### src/design/gm3_pkg.sv
// ----------------------------------------------------------------------------
// gm3_pkg
// Shared types and constants for the 3x3 gradient magnitude block.
// ----------------------------------------------------------------------------
package gm3_pkg;

   localparam int MaxWidth  = 1024;
   localparam int MaxHeight = 1024;
   localparam int PixBits   = 8;
   localparam int AddrBits  = $clog2(MaxWidth);
   localparam int PosBits   = 10;
   localparam int DimBits   = 11;
   localparam int CoefBits  = 36;

   localparam logic [1:0] RegKx     = 2'd0;
   localparam logic [1:0] RegKy     = 2'd1;
   localparam logic [1:0] RegWidth  = 2'd2;
   localparam logic [1:0] RegHeight = 2'd3;

   typedef struct packed {
      logic [9*PixBits-1:0] win;
      logic [PosBits-1:0]   row;
      logic [PosBits-1:0]   col;
      logic                 last;
   } job_type;

endpackage

### src/design/gm3_back.sv
// ----------------------------------------------------------------------------
// gm3_back
// Applies both kernels to a queued window, squares and sums the gradients,
// takes the integer square root two bits a cycle and holds the result beat.
// ----------------------------------------------------------------------------
module gm3_back
   import gm3_pkg::*;
(
   input  logic                clock,
   input  logic                reset,
   input  logic [CoefBits-1:0] kx,
   input  logic [CoefBits-1:0] ky,
   input  logic                q_avail,
   output logic                q_pop,
   input  job_type             q_data,
   output logic                out_valid,
   input  logic                out_ready,
   output logic [15:0]         out_gx,
   output logic [15:0]         out_gy,
   output logic [14:0]         out_mag,
   output logic [PosBits-1:0]  out_row,
   output logic [PosBits-1:0]  out_col,
   output logic                out_last
);
   localparam logic [2:0] StIdle = 3'd0;
   localparam logic [2:0] StSq   = 3'd1;
   localparam logic [2:0] StSum  = 3'd2;
   localparam logic [2:0] StRoot = 3'd3;
   localparam logic [2:0] StOut  = 3'd4;

   logic [2:0]          state_ff, state_in;
   logic signed [15:0]  gx_ff, gy_ff, gx_in, gy_in;
   logic [29:0]         sqx_ff, sqy_ff;
   logic [31:0]         v_ff, v_in, res_ff, res_in, bit_ff, bit_in;
   logic [3:0]          step_ff, step_in;
   logic [PosBits-1:0]  row_ff, col_ff;
   logic                last_ff;
   logic [31:0]         trial;

   assign q_pop     = (state_ff == StIdle) && q_avail;
   assign out_valid = state_ff == StOut;
   assign out_gx    = gx_ff;
   assign out_gy    = gy_ff;
   assign out_mag   = res_ff[14:0];
   assign out_row   = row_ff;
   assign out_col   = col_ff;
   assign out_last  = last_ff;
   assign trial     = res_ff + bit_ff;

   always_comb begin
      gx_in = '0;
      gy_in = '0;
      for (int n = 0; n < 9; n++) begin
         gx_in = gx_in + 16'(signed'(kx[4*n +: 4])
                 * signed'({1'b0, q_data.win[n*PixBits +: PixBits]}));
         gy_in = gy_in + 16'(signed'(ky[4*n +: 4])
                 * signed'({1'b0, q_data.win[n*PixBits +: PixBits]}));
      end
   end

   always_comb begin
      state_in = state_ff;
      v_in     = v_ff;
      res_in   = res_ff;
      bit_in   = bit_ff;
      step_in  = step_ff;
      case (state_ff)
         StIdle: if (q_avail) state_in = StSq;
         StSq:   state_in = StSum;
         StSum: begin
            state_in = StRoot;
            v_in     = {2'b00, sqx_ff} + {2'b00, sqy_ff};
            res_in   = '0;
            bit_in   = 32'h4000_0000;
            step_in  = '0;
         end
         StRoot: begin
            if (v_ff >= trial) begin
               v_in   = v_ff - trial;
               res_in = (res_ff >> 1) + bit_ff;
            end else begin
               res_in = res_ff >> 1;
            end
            bit_in  = bit_ff >> 2;
            step_in = step_ff + 4'd1;
            if (step_ff == 4'd15) state_in = StOut;
         end
         StOut: if (out_ready) state_in = StIdle;
         default: state_in = StIdle;
      endcase
   end

   always_ff @(posedge clock) begin
      if (reset) begin
         state_ff <= StIdle;
      end else begin
         state_ff <= state_in;
      end
      v_ff    <= v_in;
      res_ff  <= res_in;
      bit_ff  <= bit_in;
      step_ff <= step_in;
      if (q_pop) begin
         gx_ff   <= gx_in;
         gy_ff   <= gy_in;
         row_ff  <= q_data.row;
         col_ff  <= q_data.col;
         last_ff <= q_data.last;
      end
      if (state_ff == StSq) begin
         sqx_ff <= 30'(gx_ff * gx_ff);
         sqy_ff <= 30'(gy_ff * gy_ff);
      end
   end
endmodule

### config.mk
export PLATFORM = sky130hd
export DESIGN_NAME = gm3_back
export DESIGN_NICKNAME = d
export VERILOG_FILES = /design/src/design/gm3_pkg.sv /design/src/design/gm3_back.sv
export SDC_FILE = /design/constraint.sdc
export NUM_CORES = 2
export LEC_CHECK = 0
export BUFFER_PORTS_ARGS = -buffer_cell sky130_fd_sc_hd__buf_4
export CORE_MARGIN = 1
export CORE_UTILIZATION = 55
export DETAILED_ROUTE_END_ITERATION = 10
export PLACE_DENSITY = 0.8
export SLEW_MARGIN = 20
export SYNTH_ARGS = -nofsm -noshare
export SYNTH_HDL_FRONTEND = slang
export SYNTH_SLANG_ARGS = --single-unit
### constraint.sdc
create_clock -name clock -period 11.2 [get_ports clock]
set_clock_uncertainty 0.15 [all_clocks]
set_input_delay 3.36 -clock clock [delete_from_list [all_inputs] [get_ports clock]]
set_output_delay 3.36 -clock clock [all_outputs]
set_load 0.03 [all_outputs]
; After elaboration in Yosys (flattened, before gate mapping)
; Index checks and enable logic that the tools add are counted.
[word_totals]
reg_bits = 216
latch_bits = 0
ram_bits = 0
romBits = 0
in_bits = 169
out_inout_bits = 70
wordCells = 78
mem_count = 0
[classes]
add_sub_neg = 21
mul = 20
n_div = 0
n_lt_le_gt_ge = 1
n_eq_ne = 9
shifts = 0
n_mux = 10
bitwise_logic = 0
n_reduce_logical = 5
[ops]
columns = cell, n
row1 = $mul 4x9->13, 18
row2 = $pmux 32 s2, 3
row3 = $add 16x13->16, 10
row4 = $mux 32, 2
row5 = $mul 16x16->30, 2
row6 = $add 15x13->16, 2
row7 = $add 31x32->32, 1
row8 = $add 32x32->32, 1
row9 = $ge 32x32->1, 1
row10 = $sub 32x32->32, 1
row11 = $add 30x30->31, 1
row12 = $add 14x13->15, 2
row13 = $add 13x13->14, 2
row14 = $pmux 3 s5, 1
row15 = $mux 3, 3
row16 = $pmux 4 s2, 1
row17 = $eq 3x2->1 const B, 2
row18 = $ne 2x2->1 const B, 3
row19 = $add 4x1->4 const B, 1
row20 = $eq 4x4->1 const B, 1
row21 = $eq 3x1->1 const B, 1
row22 = $eq 3x3->1 const B, 1
row23 = $logic_not 3->1, 1
row24 = $reduce_and 3->1, 1
row25 = other kinds (4), 4

; Longest topological paths before layout
[depth]
ltp_word = 9
ltp_mapped = 26
ltp_nobuf = 26

; Least setup slack after synthesis
; Ideal clock, no wire load.
[synth_timing]
path_kind = input-to-output
from = input q_avail
to = output q_pop
arrival_ns = 8.039
required_time_ns = 7.690
slack_ns = -0.349
path_stages = 2
path_buffers = 0
path_cell_list = nor2b_1 > nor3b_1
[synth_via]
elab_chain_cells = 1
[synth_rtl]
columns = element, line_no
row1 = "start, declared", gm3_back.sv:13  ; input logic q_avail,
row2 = $logic_and 1x1->1, gm3_back.sv:40  ; assign q_pop = (state_ff == StIdle) && q_avail;
row3 = "end, declared", gm3_back.sv:14  ; output logic q_pop,
; No other way between the ends.

; Final worst setup path
[layout_timing]
from = input ky[3]
to = register gy_ff[15], in the netlist out_gy[15], data pin
[layout_via]
elab_chain_cells = 9
[layout_rtl]
columns = element, line_no
row1 = "start, declared", gm3_back.sv:12  ; input logic [CoefBits-1:0] ky,
row2 = $mul 4x9->13, gm3_back.sv:57  ; * signed'({1'b0, q_data.win[n*PixBits +: PixBits]}));
row3 = $add 13x13->14, gm3_back.sv:56  ; gy_in = gy_in + 16'(signed'(ky[4*n +: 4])
row4 = $add 14x13->15, gm3_back.sv:56
row5 = $add 15x13->16, gm3_back.sv:56
row6 = $add 16x13->16 (5 in a row), gm3_back.sv:56
row7 = named net gy_in[15], gm3_back.sv:32  ; logic signed [15:0] gx_ff, gy_ff, gx_in, gy_in;
row8 = "end signal, assigned", gm3_back.sv:105  ; gy_ff <= gy_in;
row9 = "end, declared", gm3_back.sv:32
; The timed path passes the listed nets, and every way through them passes these cells.
; A chain may end at the register's enable or synchronous reset.

==> flow_summary.yaml <==
hold_path:
  hold_depth: 1
  holdCritPathClass: "flop to flop"
sta:
  period_share_pct: 90.8
  tns_ns: 0
  hold_viol: 0
  worst_pin_slew_ns: 0.989
  fmax_mhz: 98.3
  maxSlewViolCount: 0
  rsz0062_at_grt: "no"
  slew_headroom_pct: 34.0
  whs_ns: 0.446
  period_needed_ns: 10.17
  finalSetupViolations: 0
floorplan:
  initial_utilization_pct: 55.5
  core_area_um2: 89900
  die_h_um: 303
  dieWidth_um: 303
  num_io_pins: 239
  fp-row-count: 110
  die_area_um2: 91900
critical_path:
  cp_common_cell: "fa_1"
  cp.required_ns: 11.38
  worstPathCellList: "buf_4, inv_1, nor2_1, fa_1, fa_1, fa_1, inv_1, fa_1, fa_1, inv_1, fa_1, inv_1, fa_1, inv_1, fa_1, ha_1, a21oi_1, o21ai_1, a211o_1, nand3_1, nand2_1, or4_1, a2111o_1, o211ai_1"
  crit_type: "primary input to flop"
  critPathSlowestCell: "fa_1"
  cp_max_fo: 12
  cp-end-kind: "flop"
  cp-start-kind: "primary input"
  reg2reg_slack_ns: 3.76
  reg2reg_depth: 20
  arrival_ns: 10.35
  slowest_delay_ns: 0.55
finish:
  area_delta_synth_final_pct: 7.33
  final_core_util_pct: 59.6
  fin_nets: 7012
  drive_gt1_share_pct: 6.08
  fillers: 7445
clock_tree:
  cts_tree: "built"
  post-cts-setup-buffers: 0
  clockBufferDepth: 2
  cts_sinks: 198
  holdBufCountCts: 0
  cts.clk_slew.worst_paths_ns: 0.08
  clockRootBuffer: "clkbuf_16"
  htreeDepth: 4
  cts_made_buffers: 17
  clk_latency_ns: 0.51
  post_cts_resize_count: 0
synthesis:
  synth-edff-count: 195
  ys_warn_count: 0
  synth_top_area_share_pct: 42.7
  ys_top_cells_by_area: "fa_1 43%, edfxtp_1 12%, ha_1 12%"
  synth_cell_type_count: 77
  avgSynthCellArea_um2: 9.72
  yosysSeqAreaShare_pct: 11.9
  synth_area_um2: 49900
  synth_top_area_cell: "fa_1"
  yosys_register_bits: 198
  synthCells: 5129
  ys.flop_type: "edfxtp_1"
  synthArstFlopShare_pct: 0
placement:
  dp.final_hpwl_mm: 110
  place.gp.congestion: 0.981
  port_buffers: 238
grt:
  grt_pass1_wl_mm: 202
  grt_use_total_pct: 29.0
  antenna_found_initial: 38
  grt_pass1_vias: 37800
  grt_overflow: 0
  grt_max_degree: 71
drt:
  drt-wirelength-per-cell_um: 19.6
  vias_per_cell: 5.37
  ant_nets: 0
  vias: 35000
  drtIter0Drc: 2275
  drc: 0
  detail_route.first_pass.iterations: 6
  wl_mm: 127
status:
  status: "finished, final reports clean"
job:
  max-cap-violations: 0
==> synthesized netlist by cell type, drive strengths merged, types with 7 or more instances <==
cell and number:
o21ai 87, fa 1064, o22ai 7, edfxtp 195
and3 40, a21boi 9, or2 15, and2 362
nor3 25, a21oi 112, a211oi 32, o211ai 7
inv 1364, xnor2 143, nand3 35, nor2 222
nand2b 93, o21bai 19, a31o 8, o21a 21
nand4 12, xor2 86, a31oi 34, o31ai 12
buf 21, nor2b 42, nand2 399, ha 463
clkbuf 66, or4 7, a21o 47
==> cells by family (layout without fill, tap and decap cells) <==
logic type / count (synthesis) / count (layout) / share of synthesized area [%]
AO/OA/AOI/OAI: 429 / 429 / 5.60
buffers and inverters: 1455 / 1654 / 11.1
other: 1 / 13 / 0.00752
XOR/XNOR: 229 / 229 / 4.02
flip-flops: 198 / 198 / 11.9
AND/OR/NAND/NOR: 1282 / 1282 / 12.9
multiplexers: 8 / 8 / 0.166
adder cells (fa/ha/maj): 1527 / 1527 / 54.3
==> path summary, 6_finish.rpt <==
check | to | start
worst max-delay path | out_gy[15] | ky[3]
worst min-delay path | step_ff[0] | step_ff[0]
worst max register to register | sqy_ff[28] | out_gy[4]
worst min register to register | step_ff[0] | step_ff[0]
==> critical path: cells and delay by family <==
kind / cells / cell delay (ns)
and+or+nand+nor: 4 / 0.72
AOI/OAI and AO/OA: 5 / 1.22
adders and majority gates: 9 / 4.35
buffers and inverters: 6 / 0.71
==> through the flow <==
step | area [um2] | setup WS (ns) | instances
global route | 53500 | 0.808 | 6510
floorplan | 49900 | 1.08 | 5130
global placement | 52900 | 0.649 | 6473
detailed placement | 52900 | 0.560 | 6473
CTS | 53500 | 1.08 | 6505
finish | 53500 | 1.03 | 6516
==> area by class of cell <==
type	count	area, um2	area share, %
clock inverter	15	173	0.323
clock buffer	17	425	0.795
tap	1176	1470	2.75
timing repair buffer	254	1910	3.56
antenna	11	27.5	0.0514
multi-input combinational	3477	38500	71.9
sequential	198	5920	11.1
inverter	1368	5130	9.59
==> per-layer routing <==
layer	part of all wire, %	global-route usage [%]	vias to the layer above	routed length (um)
li1	-	-	15800	-
met5	0.29	0	-	366
met3	8.9	7.72	261	11400
met2	49	49.2	1218	62200
met1	39	36.0	17600	49100
met4	3.4	9.38	60	4360
==> cells in the final DEF, fill, tap and decap left out, types with 12 or more instances in the layout <==
master,count
ha_1,463
nand3_1,35
nor2b_1,41
a211oi_1,29
o21a_1,21
or2_2,14
xnor2_1,143
nand2b_1,93
inv_1,1363
nor3_1,24
xor2_1,86
o21ai_0,61
nand2_1,399
nor2_1,221
and3_1,40
o21ai_1,26
o21bai_1,18
a21o_1,47
a31oi_1,34
and2_1,362
buf_4,254
edfxtp_1,195
fa_1,1064
nand4_1,12
a21oi_1,111
clkbuf_16,17
==> flip-flops by register name (all words and copies together), names as in the netlist <==
name and flops:
bit_ff 16, out_col 10, out_gx 16, out_gy 16, out_last 1, out_row 10, res_ff 32, sqx_ff 29
sqy_ff 29, state_ff 3, step_ff 4, v_ff 32
Power is left out: the tool's default activity adds up to more than one toggle a clock period on the data nets, which glitch-free logic cannot reach.
