<file path="src/design/gm3_pkg.sv">
// ----------------------------------------------------------------------------
// gm3_pkg
// Shared types and constants for the 3x3 gradient magnitude block.
// ----------------------------------------------------------------------------
package gm3_pkg;

   localparam int MaxWidth  = 1024;
   localparam int MaxHeight = 1024;
   localparam int PixBits   = 8;
   localparam int AddrBits  = $clog2(MaxWidth);
   localparam int PosBits   = 10;
   localparam int DimBits   = 11;
   localparam int CoefBits  = 36;

   localparam logic [1:0] RegKx     = 2'd0;
   localparam logic [1:0] RegKy     = 2'd1;
   localparam logic [1:0] RegWidth  = 2'd2;
   localparam logic [1:0] RegHeight = 2'd3;

   typedef struct packed {
      logic [9*PixBits-1:0] win;
      logic [PosBits-1:0]   row;
      logic [PosBits-1:0]   col;
      logic                 last;
   } job_type;

endpackage

</file>
<file path="src/design/gm3_fifo.sv">
// ----------------------------------------------------------------------------
// gm3_fifo
// Two-entry queue of window jobs between the front and back parts.
// ----------------------------------------------------------------------------
module gm3_fifo
   import gm3_pkg::*;
(
   input  logic    clock,
   input  logic    reset,
   input  logic    push,
   input  job_type push_data,
   output logic    full,
   output logic    not_empty,
   input  logic    pop,
   output job_type pop_data
);
   job_type     mem_ff [2];
   logic        wp_ff, rp_ff, wp_in, rp_in;
   logic [1:0]  cnt_ff, cnt_in;

   assign full      = cnt_ff == 2'd2;
   assign not_empty = cnt_ff != 2'd0;
   assign pop_data  = mem_ff[rp_ff];

   always_comb begin
      wp_in  = wp_ff ^ push;
      rp_in  = rp_ff ^ pop;
      cnt_in = cnt_ff + {1'b0, push} - {1'b0, pop};
   end

   always_ff @(posedge clock) begin
      if (reset) begin
         wp_ff  <= 1'b0;
         rp_ff  <= 1'b0;
         cnt_ff <= 2'd0;
      end else begin
         wp_ff  <= wp_in;
         rp_ff  <= rp_in;
         cnt_ff <= cnt_in;
      end
      if (push) begin
         mem_ff[wp_ff] <= push_data;
      end
   end
endmodule

</file>
<file path="config.mk">
export PLATFORM = sky130hd
export DESIGN_NAME = gm3_fifo
export DESIGN_NICKNAME = d
export VERILOG_FILES = /design/src/design/gm3_pkg.sv /design/src/design/gm3_fifo.sv
export SDC_FILE = /design/constraint.sdc
export NUM_CORES = 1
export LEC_CHECK = 0
export ABC_AREA = 1
export ABC_CLOCK_PERIOD_IN_PS = 6100
export BUFFER_PORTS_ARGS = -buffer_cell sky130_fd_sc_hd__buf_2
export CORE_UTILIZATION = 56
export CTS_BUF_LIST = sky130_fd_sc_hd__clkbuf_4 sky130_fd_sc_hd__clkbuf_8 sky130_fd_sc_hd__clkbuf_16
export CTS_CLUSTER_SIZE = 10
export DETAILED_ROUTE_END_ITERATION = 10
export HOLD_SLACK_MARGIN = 0.06
export PLACE_DENSITY = 0.85
export SYNTH_ARGS = -nofsm -noshare
export SYNTH_HDL_FRONTEND = slang
export SYNTH_SLANG_ARGS = --single-unit
</file>
<file path="constraint.sdc">
create_clock -name clock -period 6.1 [get_ports clock]
set_clock_uncertainty 0.1 [all_clocks]
set_input_delay 0.61 -clock clock [delete_from_list [all_inputs] [get_ports clock]]
set_output_delay 0.61 -clock clock [all_outputs]
set_load 0.03 [all_outputs]
</file>
# Yosys cells after proc, flatten, opt, wreduce, memory -nomap -nowiden
# Memory sizes are Yosys's and may differ from the RTL's. A register that Yosys moved wholly into a read port is not among the register bits.
# Cells that the tools add are included.
# word_totals
wordCells	13
ram_bits	186
mem_count	1
ff_bits	4
input_bits	97
out_inout_bits	95
# classes
eq_ne	1
n_addsub	2
n_mux	3
n_bitwise	2
n_reduce_logical	1
# mem_list
name	depth	width	read_ports	rd_ports_with_merged_regs	write_ports	line_no	rtl
mem_ff	2	93	1	1	1	gm3_fifo.sv:17	job_type mem_ff [2];
# ops
op	count
1-bit two-way mux	3
2-bit by 1-bit adder with 2-bit output	1
2-bit == test, second input constant	1
2-bit nonzero test	1
2-bit by 1-bit subtractor with 2-bit output	1
1-bit XOR	2

# Depth between registers and ports, before layout
# Gate-level depths: netlist of run 1.
# logic_depth
depth_word	2
ltp_mapped	9
ltp_nobuf	9

# Worst setup path before layout of run 1
# OpenSTA, ideal clock, no wires.
# synth_timing
path_kind	input port to flip-flop
start	in push
end	mem mem_ff[0][0] (netlist name) (enable)
path_slack_ps	2718
path_buffers	0
required_ps	5537
setup_ps	463
arrival_time_ps	2819
path_stages	1
path_cell_list	ha_1
# synth_between
elab_chain_len	2
# synth_rtl
element	line_no	rtl
from (decl)	gm3_fifo.sv:10	input logic push,
1-bit two-way mux	gm3_fifo.sv:41	if (push) begin
1-bit two-way mux (not written as such)	gm3_fifo.sv:42	mem_ff[wp_ff] <= push_data;
to (decl)	gm3_fifo.sv:17	
# No other way between the ends.

==> results of run 1 <==
## per-stage QoR
stage / hold slack (ns) / cell area, um2 / setup WS [ns] / power (uW)
3_3_place_gp: 0.428 / 8060 / 3.51 / 1980
6_report: 0.267 / 8650 / 3.03 / 3060
3_5_place_dp: 0.469 / 8060 / 3.48 / 2000
2_1_floorplan: 0.419 / 6930 / 2.72 / 1870
5_1_grt: 0.258 / 8650 / 2.92 / 3160
4_1_cts: 0.253 / 8650 / 3.01 / 3080
## logic make-up (layout without fill, tap and decap cells)
family                   after synthesis  count (layout)  synth area share
AND/OR/NAND/NOR                       10              10           0.00559
multiplexers                          93              93             0.151
flip-flops                           190             190             0.817
buffers and inverters                 17             233            0.0168
AO/OA/AOI/OAI                          1               1          0.000721
adder cells (fa/ha/maj)                4               4           0.00722
XOR/XNOR                               1               1           0.00126
## layer usage
layer	vias up	wire, um	global-route usage
met5	-	13	0
met4	2	263	0.0930
met3	26	830	0.0573
met2	132	6320	0.348
met1	1742	4520	0.212
li1	1647	-	-
## layout make-up
class	instances	area, um2	area share
Clock buffer	24	478	0.0552
Clock inverter	8	115	0.0133
Inverter	7	26.3	0.00304
Timing Repair Buffer	194	978	0.113
Tap cell	168	210	0.0243
Sequential cell	190	5670	0.655
Multi-Input combinational cell	109	1170	0.136
## sequential cells by signal (all words and copies together), names as in the netlist
signal / cells
mem_ff: 186
cnt_ff: 2
rp_ff: 1
wp_ff: 1
## power groups by stage
stage | Sequential (uW) | Clock, uW | Combinational, uW
2_1_floorplan | 1570 | 0 | 297
5_1_grt | 1550 | 1160 | 448
3_5_place_dp | 1570 | 0 | 425
3_3_place_gp | 1560 | 0 | 414
6_report | 1540 | 1100 | 423
4_1_cts | 1540 | 1110 | 427
## cell usage after synthesis
library cell,n
buf_6,6
buf_2,3
nand3_1,1
inv_1,7
edfxtp_1,186
ha_1,4
dfxtp_1,4
buf_4,1
a21oi_1,1
nor2_1,5
xnor2_1,1
nand2_1,4
mux2_2,93
## cells in the final DEF, fill, tap and decap left out
master	synthesis	routed
clkbuf_4	0	7
ha_1	4	2
clkinv_2	0	1
clkinv_4	0	1
inv_1	7	7
mux2_2	93	93
xnor2_1	1	1
dfxtp_1	4	3
dfxtp_4	0	1
bufinv_16	0	3
clkbuf_16	0	17
nor2_1	5	5
nand2_1	4	4
ha_4	0	2
a21oi_1	1	1
buf_4	1	3
edfxtp_1	186	186
buf_2	3	191
clkinv_1	0	3
nand3_1	1	1
## path summary, 6_finish.rpt
check,to,depth (start not counted)
setup / recovery,pop_data[73],3
hold / removal,mem_ff[1][87]$_DFFE_PP_,1
setup reg to reg,mem_ff[0][32]$_DFFE_PP_,3
hold reg to reg,cnt_ff[1]$_SDFF_PP0_,3
## worst max-delay path, stage by stage (launching register included)
cell and delay, ns:
dfxtp_4 0.33, buf_4 0.87, mux2_2 0.44, buf_2 0.18
==> flow_metrics.tcl, run 1 <==
set metrics [dict create \
    period_share 0.504 \
    switching_share 0.234 \
    yosys_warnings 0 \
    clockBufferDepth 2 \
    maxSlewViolCount 0 \
    clock-sinks 190 \
    wl_mm 12.0 \
    timing.rr.start "wp_ff$_SDFF_PP0_" \
    root_buffer "clkbuf_16" \
    io_pins 192 \
    cap_violations 0 \
    core-area_um2 12100 \
    ys_types 13 \
    cts_tree "built" \
    fp.dieH_um 113 \
    nets 620 \
    post-cts-setup-buffers 0 \
    cts-buffers-inserted 17 \
    insertion_delay_ns 0.42 \
    avgSynthCellArea_um2 21.9 \
    dpl.cell_count 668 \
    min_from "push_data[87]" \
    synth_cells 316 \
    routabilityCongestion 0.730 \
    nFillCells 745 \
    grt_use_total 0.195 \
    via_per_inst 5.07 \
    setup_viol 0 \
    synthTopCellsByArea "edfxtp_1 81%, mux2_2 15%, dfxtp_1 1.2%" \
    instances_no_fill 700 \
    ant_nets 0 \
    dp_hpwl_mm 7.79 \
    synthesis.nets 417 \
    crit_type "reg -> out" \
    start_kind "register" \
    syn_area_um2 6930 \
    p_int_uw 2340 \
    grt_pass1_wl_mm 18.1 \
    gr-total-overflow 0 \
    critPathCaptureType "primary output" \
    detail_route.wl_per_cell_um 17.1 \
    drive_gt1_frac 0.600 \
    grt_pass1_vias 3719 \
    p_per_area_nw_per_um2 354 \
    ir_drop_v 0.000251 \
    dr.pass1.iters 4 \
    utilization 0.717 \
    setup.worst_path.start "rp_ff$_SDFF_PP0_" \
    path_clk_slew_ns 0.07 \
    drt_drc_violations_left 0 \
    period_needed_ns 3.07 \
    drt_iter0_markers 229 \
    areaGrowthSynthToFinish_pct 24.8 \
    critical_path.max_fanout 94 \
    hold_buffers 0 \
    cp.required_ns 5.39 \
    antenna_found_initial 1 \
    dieArea_um2 12800 \
    rsz0062_at_grt "false" \
    tightestPinTransition_ns 1.25 \
    r2r_slack_ns 3.96 \
    p_seq_frac 0.504 \
    hold_viol 0 \
    vias 3549 \
    start_util 0.575 \
    port-buffer-count 191 \
    cts-htree-levels 4 \
    synth_top_area_cell "edfxtp_1" \
    die_x_um 113 \
    rows 40 \
    status "finished clean" \
    pwr-share-clk 0.358 \
    comb_power_share 0.138 \
    fin_setup_tns_ns 0 \
    min_path_type "in -> reg" \
    relSlewSlack 0.169 \
    netlist.area_leader.share 0.806 \
    diodes 0 \
    p_leak_uw 0.00328 \
    p_sw_uw 718 \
    fmax_mhz 326 \
    cts_resized 0 \
    seq_area_frac_synth 0.817 \
    grt_max_degree 95 \
    cp.arrival_ns 2.36 \
    ys_ff_latch 190 \
]
(Power assumes the default switching activity.)
==> inputs of run 2 (changes only) <==
--- a/config.mk
+++ b/config.mk
@@ -6,14 +6,14 @@
 export NUM_CORES = 1
 export LEC_CHECK = 0
 export ABC_AREA = 1
-export ABC_CLOCK_PERIOD_IN_PS = 6100
+export ABC_CLOCK_PERIOD_IN_PS = 2950
 export BUFFER_PORTS_ARGS = -buffer_cell sky130_fd_sc_hd__buf_2
-export CORE_UTILIZATION = 56
+export CORE_UTILIZATION = 52
 export CTS_BUF_LIST = sky130_fd_sc_hd__clkbuf_4 sky130_fd_sc_hd__clkbuf_8 sky130_fd_sc_hd__clkbuf_16
 export CTS_CLUSTER_SIZE = 10
 export DETAILED_ROUTE_END_ITERATION = 10
 export HOLD_SLACK_MARGIN = 0.06
-export PLACE_DENSITY = 0.85
+export PLACE_DENSITY = 0.79
 export SYNTH_ARGS = -nofsm -noshare
 export SYNTH_HDL_FRONTEND = slang
 export SYNTH_SLANG_ARGS = --single-unit
==> constraint.sdc (replaced) <==
create_clock -name clock -period 2.95 [get_ports clock]
set_clock_uncertainty 0.1 [all_clocks]
set_input_delay 0.295 -clock clock [delete_from_list [all_inputs] [get_ports clock]]
set_output_delay 0.295 -clock clock [all_outputs]
set_load 0.03 [all_outputs]
==> run 2 against run 1 <==
Critical path depth stayed put; routed wire length grew 19%; final cell count rose by 15%; critical path type unchanged; critical endpoint is now pop_data[65]; highest routed layer is now met4.
==> flow_metrics.tcl, run 2 (synthesized netlist as in run 1, its figures left out) <==
set metrics [dict create \
    drive_gt1_frac 0.513 \
    p_leak_uw 0.00368 \
    p_sw_uw 1620 \
    use_met1 0.249 \
    detail_route.wl_per_cell_um 17.8 \
    start_util 0.540 \
    cts-buffers-inserted 17 \
    min_path_type "in -> reg" \
    comb_power_share 0.155 \
    core-area_um2 12800 \
    top_register "mem_ff" \
    switching_share 0.253 \
    routabilityCongestion 0.773 \
    cts-htree-levels 4 \
    maxSlewViolCount 0 \
    clockBufferDepth 2 \
    largest_reg_flops 186 \
    root_buffer "clkbuf_16" \
    post-cts-setup-buffers 0 \
    pwr-share-clk 0.349 \
    use_met3 0.0785 \
    fp.dieH_um 117 \
    p_per_area_nw_per_um2 666 \
    io_pins 192 \
    nFillCells 735 \
    p_int_uw 4800 \
    die_x_um 117 \
    ant_nets 0 \
    vias 3957 \
    fmax_mhz 427 \
    wl_mm 14.2 \
    rsz0062_at_grt "false" \
    diodes 0 \
    dr.pass1.iters 4 \
    use_met2 0.386 \
    period_needed_ns 2.34 \
    insertion_delay_ns 0.42 \
    grt_pass1_vias 4426 \
    crit_type "reg -> out" \
    path_clk_slew_ns 0.06 \
    via_per_inst 4.93 \
    grt.busiest_layer "met2" \
    relSlewSlack 0.532 \
    grt_pass1_wl_mm 22.6 \
    drt_drc_violations_left 0 \
    dp_hpwl_mm 8.03 \
    p_total_uw 6430 \
    period_share 0.793 \
    start_kind "register" \
    drt_iter0_markers 254 \
    fin_setup_tns_ns 0 \
    tightestPinTransition_ns 0.701 \
    dieArea_um2 13800 \
    cp.arrival_ns 1.94 \
    largestRegisters "mem_ff x186, cnt_ff x2" \
    cap_violations 0 \
    gr-total-overflow 0 \
    antenna_found_initial 0 \
    final_common_cell "buf_2" \
    setup_viol 0 \
    port-buffer-count 191 \
    layout_common_cells "191 x buf_2, 186 x edfxtp_1, 95 x dlygate4sd3_1" \
    hold_viol 0 \
    rows 41 \
    p_seq_frac 0.496 \
    areaGrowthSynthToFinish_pct 39.2 \
    cp.required_ns 2.56 \
    grt_max_degree 53 \
    critPathCaptureType "primary output" \
    clock-sinks 190 \
    cts_resized 0 \
    critical_path.max_fanout 52 \
    grt_use_total 0.218 \
    cts_tree "built" \
    ir_drop_v 0.000456 \
    status "finished clean" \
    nets 718 \
]
-- run 2: critical path, stage by stage (launching register included) --
cell and delay, ns:
dfxtp_4 0.34, buf_4 0.55, mux2_2 0.42, buf_2 0.18
-- run 2: worst paths after layout --
check | startpoint | endpoint | slack (ns) | cells after the start
hold / removal | push | wp_ff$_SDFF_PP0_ | 0.16 | 3
hold reg to reg | cnt_ff[1]$_SDFF_PP0_ | cnt_ff[1]$_SDFF_PP0_ | 0.51 | 3
setup / recovery | rp_ff$_SDFF_PP0_ | pop_data[65] | 0.61 | 3
setup reg to reg | rp_ff$_SDFF_PP0_ | rp_ff$_SDFF_PP0_ | 1.15 | 4
-- run 2: power by group through the flow --
stage,combinational (uW),sequential [uW],clock (uW)
after floorplan,616,3240,0
after global placement,871,3230,0
after detailed placement,888,3250,0
after CTS,995,3190,2280
after global routing,1050,3200,2380
final,997,3190,2240
-- run 2: cell type report --
class	instances	area (um2)	area share
Multi-Input combinational cell	109	1170	0.122
Inverter	7	26.3	0.00272
Clock buffer	17	425	0.0441
Clock inverter	15	164	0.0170
Tap cell	172	215	0.0223
Timing Repair Buffer	292	1980	0.205
Sequential cell	190	5670	0.587
-- run 2: through the flow --
stage,cells,worst slack (ns),instance area (um2),hold WS [ns],util
after floorplan,316,0.838,6940,0.262,-
after global placement,675,1.06,8110,0.382,0.632
after detailed placement,675,1.05,8110,0.386,0.632
after CTS,802,0.580,9650,0.134,0.753
after global routing,802,0.510,9650,0.158,0.753
final,802,0.610,9650,0.160,0.753
-- run 2: per-layer routing --
| metal | routed length [um] | share of wire |
|---|---|---|
| met4 | 163 | 0.011 |
| met3 | 1030 | 0.072 |
| met2 | 7410 | 0.52 |
| met5 | 0 | 0 |
| met1 | 5630 | 0.40 |
-- run 2: repair_timing --
item | 4_1_cts | 5_1_grt
setup endpoints to repair | 0 | 0
endpoints found under the hold margin | 190 | 0
hold buffers | 95 | 0
